File: src/design/rau_pkg.sv
// Package with the shared types and codes of the rational arithmetic unit.
`default_nettype none
package rau_pkg;

    localparam int OPW = 32;
    localparam int MAGW = 64;
    localparam int CNTW = 6;

    localparam logic [2:0] MODE_ADD = 3'd0;
    localparam logic [2:0] MODE_SUB = 3'd1;
    localparam logic [2:0] MODE_MUL = 3'd2;
    localparam logic [2:0] MODE_DIV = 3'd3;

    localparam logic [1:0] ST_OK = 2'd0;
    localparam logic [1:0] ST_DZ = 2'd1;
    localparam logic [1:0] ST_OVF = 2'd2;

    typedef struct packed {
        logic load;
        logic mul0;
        logic mul1;
        logic mul2;
        logic gcd_init;
        logic gcd_step;
        logic div_init;
        logic div_step;
        logic out_load;
    } cmd_t;

    typedef struct packed {
        logic dz;
        logic n_zero;
        logic gcd_done;
        logic div_last;
    } stat_t;

    typedef struct packed {
        logic neg;
        logic [OPW-1:0] mag;
    } sm_t;

    function automatic sm_t to_sm(input logic [OPW-1:0] x);
        sm_t s;
        s.neg = x[OPW-1];
        s.mag = x[OPW-1] ? (~x + 1'b1) : x;
        return s;
    endfunction

endpackage
`default_nettype wire

File: src/design/rau_ctrl.sv
// Controller state machine of the rational arithmetic unit.
`default_nettype none
module rau_ctrl
    import rau_pkg::*;
(
    input  wire logic  clk,
    input  wire logic  rst_n,
    input  wire logic  in_valid,
    output logic       in_ready,
    output logic       out_valid,
    input  wire logic  out_ready,
    input  wire stat_t stat,
    output cmd_t       cmd
);

    typedef enum logic [9:0] {
        S_IDLE  = 10'b0000000001,
        S_CHECK = 10'b0000000010,
        S_MUL0  = 10'b0000000100,
        S_MUL1  = 10'b0000001000,
        S_MUL2  = 10'b0000010000,
        S_GINIT = 10'b0000100000,
        S_GCD   = 10'b0001000000,
        S_SHIFT = 10'b0010000000,
        S_DIV   = 10'b0100000000,
        S_FIN   = 10'b1000000000
    } state_t;

    state_t state_reg, state_next;
    logic   ov_reg, ov_next;

    always_comb
    begin
        state_next = state_reg;
        cmd = '0;
        unique case (state_reg)
            S_IDLE:
            begin
                if (in_valid)
                begin
                    cmd.load = 1'b1;
                    state_next = S_CHECK;
                end
            end
            S_CHECK: state_next = stat.dz ? S_FIN : S_MUL0;
            S_MUL0:
            begin
                cmd.mul0 = 1'b1;
                state_next = S_MUL1;
            end
            S_MUL1:
            begin
                cmd.mul1 = 1'b1;
                state_next = S_MUL2;
            end
            S_MUL2:
            begin
                cmd.mul2 = 1'b1;
                state_next = S_GINIT;
            end
            S_GINIT:
            begin
                if (stat.n_zero)
                    state_next = S_FIN;
                else
                begin
                    cmd.gcd_init = 1'b1;
                    state_next = S_GCD;
                end
            end
            S_GCD:
            begin
                if (stat.gcd_done)
                    state_next = S_SHIFT;
                else
                    cmd.gcd_step = 1'b1;
            end
            S_SHIFT:
            begin
                cmd.div_init = 1'b1;
                state_next = S_DIV;
            end
            S_DIV:
            begin
                cmd.div_step = 1'b1;
                if (stat.div_last)
                    state_next = S_FIN;
            end
            S_FIN:
            begin
                if (!ov_reg || out_ready)
                begin
                    cmd.out_load = 1'b1;
                    state_next = S_IDLE;
                end
            end
            default: state_next = S_IDLE;
        endcase
    end

    always_comb
    begin
        ov_next = ov_reg;
        if (cmd.out_load)
            ov_next = 1'b1;
        else if (out_ready)
            ov_next = 1'b0;
    end

    always_ff @(posedge clk or negedge rst_n)
    begin
        if (!rst_n)
        begin
            state_reg <= S_IDLE;
            ov_reg <= 1'b0;
        end
        else
        begin
            state_reg <= state_next;
            ov_reg <= ov_next;
        end
    end

    assign in_ready = (state_reg == S_IDLE);
    assign out_valid = ov_reg;

`ifndef SYNTHESIS
    a_accept_check: assert property (@(posedge clk) disable iff (!rst_n)
        (in_valid && in_ready) |=> (state_reg == S_CHECK))
        else $error("accepted word did not start the check step");
    a_out_free: assert property (@(posedge clk) disable iff (!rst_n)
        cmd.out_load |-> (!ov_reg || out_ready))
        else $error("result register overwritten while full");
    a_div_end: assert property (@(posedge clk) disable iff (!rst_n)
        (state_reg == S_DIV && stat.div_last) |=> (state_reg == S_FIN))
        else $error("division did not end in the finish state");
`endif

endmodule
`default_nettype wire

File: config.mk
export PLATFORM = sky130hd
export DESIGN_NAME = rau_ctrl
export DESIGN_NICKNAME = d
export VERILOG_FILES = /design/src/design/rau_pkg.sv /design/src/design/rau_ctrl.sv
export SDC_FILE = /design/constraint.sdc
export NUM_CORES = 1
export LEC_CHECK = 0
export ABC_AREA = 1
export BUFFER_PORTS_ARGS = -buffer_cell sky130_fd_sc_hd__buf_2
export CORE_MARGIN = 3
export CORE_UTILIZATION = 50
export CTS_CLUSTER_SIZE = 40
export DETAILED_ROUTE_END_ITERATION = 16
export PLACE_DENSITY_LB_ADDON = 0.12
export SYNTH_ARGS = -nofsm -noshare
export SYNTH_HDL_FRONTEND = slang
export SYNTH_SLANG_ARGS = --single-unit
File: constraint.sdc
create_clock -name clk -period 3.7 [get_ports clk]
set_clock_uncertainty 0.1 [all_clocks]
set_input_delay 0.74 -clock clk [delete_from_list [all_inputs] [get_ports clk]]
set_output_delay 0.74 -clock clk [all_outputs]
set_load 0.03 [all_outputs]
Word-level counts from Yosys, hierarchy flattened
Index checks and enable logic that the tools add are counted.
{ "classes": {"magnitude_cmp": 0, "n_eq_ne": 14, "reduce_logical": 4, "n_div": 0, "mul": 0, "add_sub_neg": 0, "shift": 0, "bitwise_logic": 0, "muxes": 22} }
{ "ops": {"columns": ["op", "n"], "rows": [
  ["10-bit case mux with 10 select lines", 1],
  ["10-bit two-way mux", 6],
  ["1-bit two-way mux", 15],
  ["10-bit by 1-bit == test with 1-bit output, second input constant", 1],
  ["10-bit == test, second input constant", 1],
  ["10-bit by 2-bit == test with 1-bit output, second input constant", 1],
  ["10-bit by 3-bit == test with 1-bit output, second input constant", 1],
  ["10-bit by 4-bit == test with 1-bit output, second input constant", 1],
  ["10-bit by 5-bit == test with 1-bit output, second input constant", 1],
  ["10-bit by 6-bit == test with 1-bit output, second input constant", 1],
  ["10-bit by 7-bit == test with 1-bit output, second input constant", 1],
  ["10-bit by 8-bit == test with 1-bit output, second input constant", 1],
  ["10-bit by 9-bit == test with 1-bit output, second input constant", 1],
  ["2-bit != test, second input constant", 4],
  ["4-bit AND reduction", 1],
  ["2-bit nonzero test", 1],
  ["1-bit zero test", 1],
  ["1-bit logical OR", 1]
]} }
{ "word_totals": {"reg_bits": 11, "ramBits": 0, "elab_cells": 42, "out_inout_bits": 11, "input_bits": 8, "latchBits": 0, "mem_count": 0, "rom_bits": 0} }

Longest topological paths before layout
{ "logic_depth": {"word_depth": 5, "ltp_mapped": 8, "ltp_nobuf": 8} }

Worst setup path after synthesis
No wires, ideal clock.
{ "synth_timing": {"kind": "reg2out", "start": "register state_reg[2]", "end": "output port cmd[4] (netlist name)", "path_stages_with_launch": 6, "n_path_buf": 0, "arrival_time_ps": 1308, "setup_slack_ps": 1552, "t_required_ps": 2860, "path_cell_list": "dfrtp_1 > nor2_2 > nand2_2 > nor2_1 > nand2_1 > nor2_1"} }
{ "synth_rtl": {"columns": ["item", "line_no", "source"], "rows": [
  ["from (decl)", "rau_ctrl.sv:29", "state_t state_reg, state_next;"],
  ["from (signal assigned)", "rau_ctrl.sv:119", "state_reg <= state_next;"],
  ["to (decl)", "rau_ctrl.sv:13", "output cmd_t cmd"]
]} }

==> results_dict.tcl <==
set metrics [dict create \
    synth_xor_xnor_area_share_pct 0 \
    finalNonFillerCells 146 \
    final_common_cell "inv_1" \
    drive_gt1_share_pct 28.24 \
    post-route-min-period_ns 2.457 \
    pwr-share-comb_pct 55.5 \
    dieArea_sq_um 1939 \
    synth_fa_ha_area_share_pct 0 \
    rr_worst_depth 8 \
    antennaDiodeCount 0 \
    netlist_area_sq_um 723.2 \
    fill_cells 153 \
    p_clk_share_pct 14.5 \
    hp-class "in -> async" \
    ys_seq_area_share_pct 38.24 \
    grt_use_total_pct 18.80 \
    drtPass1Iterations 4 \
    num_rows 13 \
    cts.path.max_buffers 2 \
    fin_ws_ns 1.243 \
    grt-ovfl-total 0 \
    dp.cells 142 \
    hold_viol_final 0 \
    largest_register_ffs 10 \
    yosys-mux-area-fraction_pct 0 \
    drt_iter0_drc 13 \
    ant_nets 0 \
    ff2ff_setup_slack_ns 2.23 \
    power.switching_mw 0.2775 \
    cts.sink_count 11 \
    synth_compound_area_share_pct 3.633 \
    hold_buffers 0 \
    grt_first_pass_wirelength_um 2649 \
    synthesis.nets 118 \
    htree_num_levels 1 \
    synthSimpleGateAreaFrac_pct 42.56 \
    area_growth_pct 17.65 \
    synth_top_family_by_area "simple AND/OR/NAND/NOR gates" \
    dpl_cell_area_sq_um 824.5 \
    ys_seq_elements 11 \
    cts_made_buffers 3 \
    placement.setup.worst_slack_ns 1.560 \
    slew_viol_final 0 \
    wire_per_inst_um 10.33 \
    tightest_slew_ns 0.2812 \
    power_frac_seq_pct 30.1 \
    critPathMaxFanout 3 \
    grt_pass1_vias 658 \
    post_cts_buffers 0 \
    totalWireLength_um 1508 \
    internal_power_mw 0.2933 \
    rsz0062_at_grt "false" \
    port_buffers 18 \
    hpwl_um 1283 \
    place_congestion 0.8856 \
    root_buffer "clkbuf_4" \
    crit_path_start_kind "register" \
    fmax_mhz 407.1 \
    ios 19 \
    powerDensity_nw_per_um2 670.8 \
    cp.required_ns 2.86 \
    cap_violations 0 \
    fp.dieH_um 44.03 \
    start_util_pct 54.22 \
    path_clk_slew_ns 0.07 \
    finish.utilization_pct 63.79 \
    p_sw_share_pct 48.62 \
    leakage_nw 0.6019 \
    layout_common_cells "inv_1, nor2_1, nand2_1" \
    maxSlewHeadroom_pct 81.19 \
    design_power_total_mw 0.5708 \
    period_share_pct 66.39 \
    fin_nets 140 \
    antenna_found_initial 0 \
    cp-end-kind "primary output" \
    worstSetupPathType "reg -> out" \
    clk_latency_ns 0.27 \
    ys_types 18 \
    num_vias 710 \
    peakVddDrop_uv 417.2 \
    r2r_start "state_reg[8]" \
    seq_area_sq_um 276.5 \
    setup_viol 0 \
    worst_r2r_endpoint "state_reg[8]" \
    grt_max_degree 12 \
    hold_ws_ns 0.2275 \
    cts_tree "built" \
    status "finished, final reports clean" \
    postCtsResizedCells 0 \
    arrival_ns 1.62 \
    avgSynthCellArea_sq_um 6.574 \
    coreArea_sq_um 1334 \
    detail_route.vias_per_cell 4.863 \
    multi_input_area_sq_um 334.1 \
    synthCells 110 \
    yosys_warnings 0 \
    die_w_um 44.03 \
    fin_tns_setup_ns 0 \
    drc 0 \
    final_area_sq_um 850.8 \
]
[cells by family (layout without fill, tap and decap cells)]
| group | after synthesis | in the layout |
|---|---|---|
| compound gates | 4 | 4 |
| buf+inv | 29 | 50 |
| flops | 11 | 11 |
| simple gates | 66 | 66 |
[worst max-delay path by stage]
stage                     slack (ns)  endpoint  cells past startpoint         start
final                           1.24    cmd[4]                      6  state_reg[2]
after global routing            1.07    cmd[4]                      6  state_reg[7]
after CTS                       1.25    cmd[4]                      6  state_reg[2]
after detailed placement        1.56    cmd[4]                      6  state_reg[2]
after global placement          1.57    cmd[4]                      6  state_reg[1]
after floorplan                 1.55    cmd[4]                      5  state_reg[2]
[critical path: stages (launching register included)]
cell and delay [ns]:
dfrtp_1 0.40, nor2_2 0.19, nand2_2 0.11, nor2_1 0.20, nand2_1 0.13, nor2_1 0.11
buf_2 0.20
[synthesized netlist by cell type]
| library cell | instances | share of area [%] |
|---|---|---|
| inv_1 | 27 | 14 |
| nand2_1 | 23 | 12 |
| nor2_1 | 23 | 12 |
| dfrtp_1 | 10 | 35 |
| nor2_2 | 7 | 6.1 |
| nand3_1 | 4 | 2.8 |
| nand3_2 | 3 | 4.2 |
| nand2_2 | 2 | 1.7 |
| o21ai_0 | 2 | 1.4 |
| a21oi_1 | 1 | 0.69 |
| buf_4 | 1 | 1.0 |
| dfstp_2 | 1 | 3.6 |
| inv_2 | 1 | 0.52 |
| nand4_1 | 1 | 0.87 |
| nor2_4 | 1 | 1.6 |
| nor3_1 | 1 | 0.69 |
| nor4_1 | 1 | 0.87 |
| o21bai_2 | 1 | 1.6 |
[cell type report]
type / instances / area share, %
multi-input cells: 70 / 39.26
flip-flops and latches: 11 / 32.50
well taps: 15 / 2.206
inverters: 28 / 12.35
repair buffers: 18 / 10.59
clock buffers: 4 / 3.088
[power by group through the flow]
stage,sequential [mW],clock (mW),combinational (mW)
2_1_floorplan,0.175,0,0.249
3_3_place_gp,0.172,0,0.313
3_5_place_dp,0.174,0,0.318
4_1_cts,0.172,0.0866,0.320
5_1_grt,0.175,0.0921,0.353
6_report,0.172,0.0826,0.316
[metal layers]
layer	share of wire (%)	GRT usage [%]
met1	43	23.08
met3	8.6	3.659
met4	2.9	10.84
met5	0	0
met2	45	30.52
(Power assumes the default switching activity.)
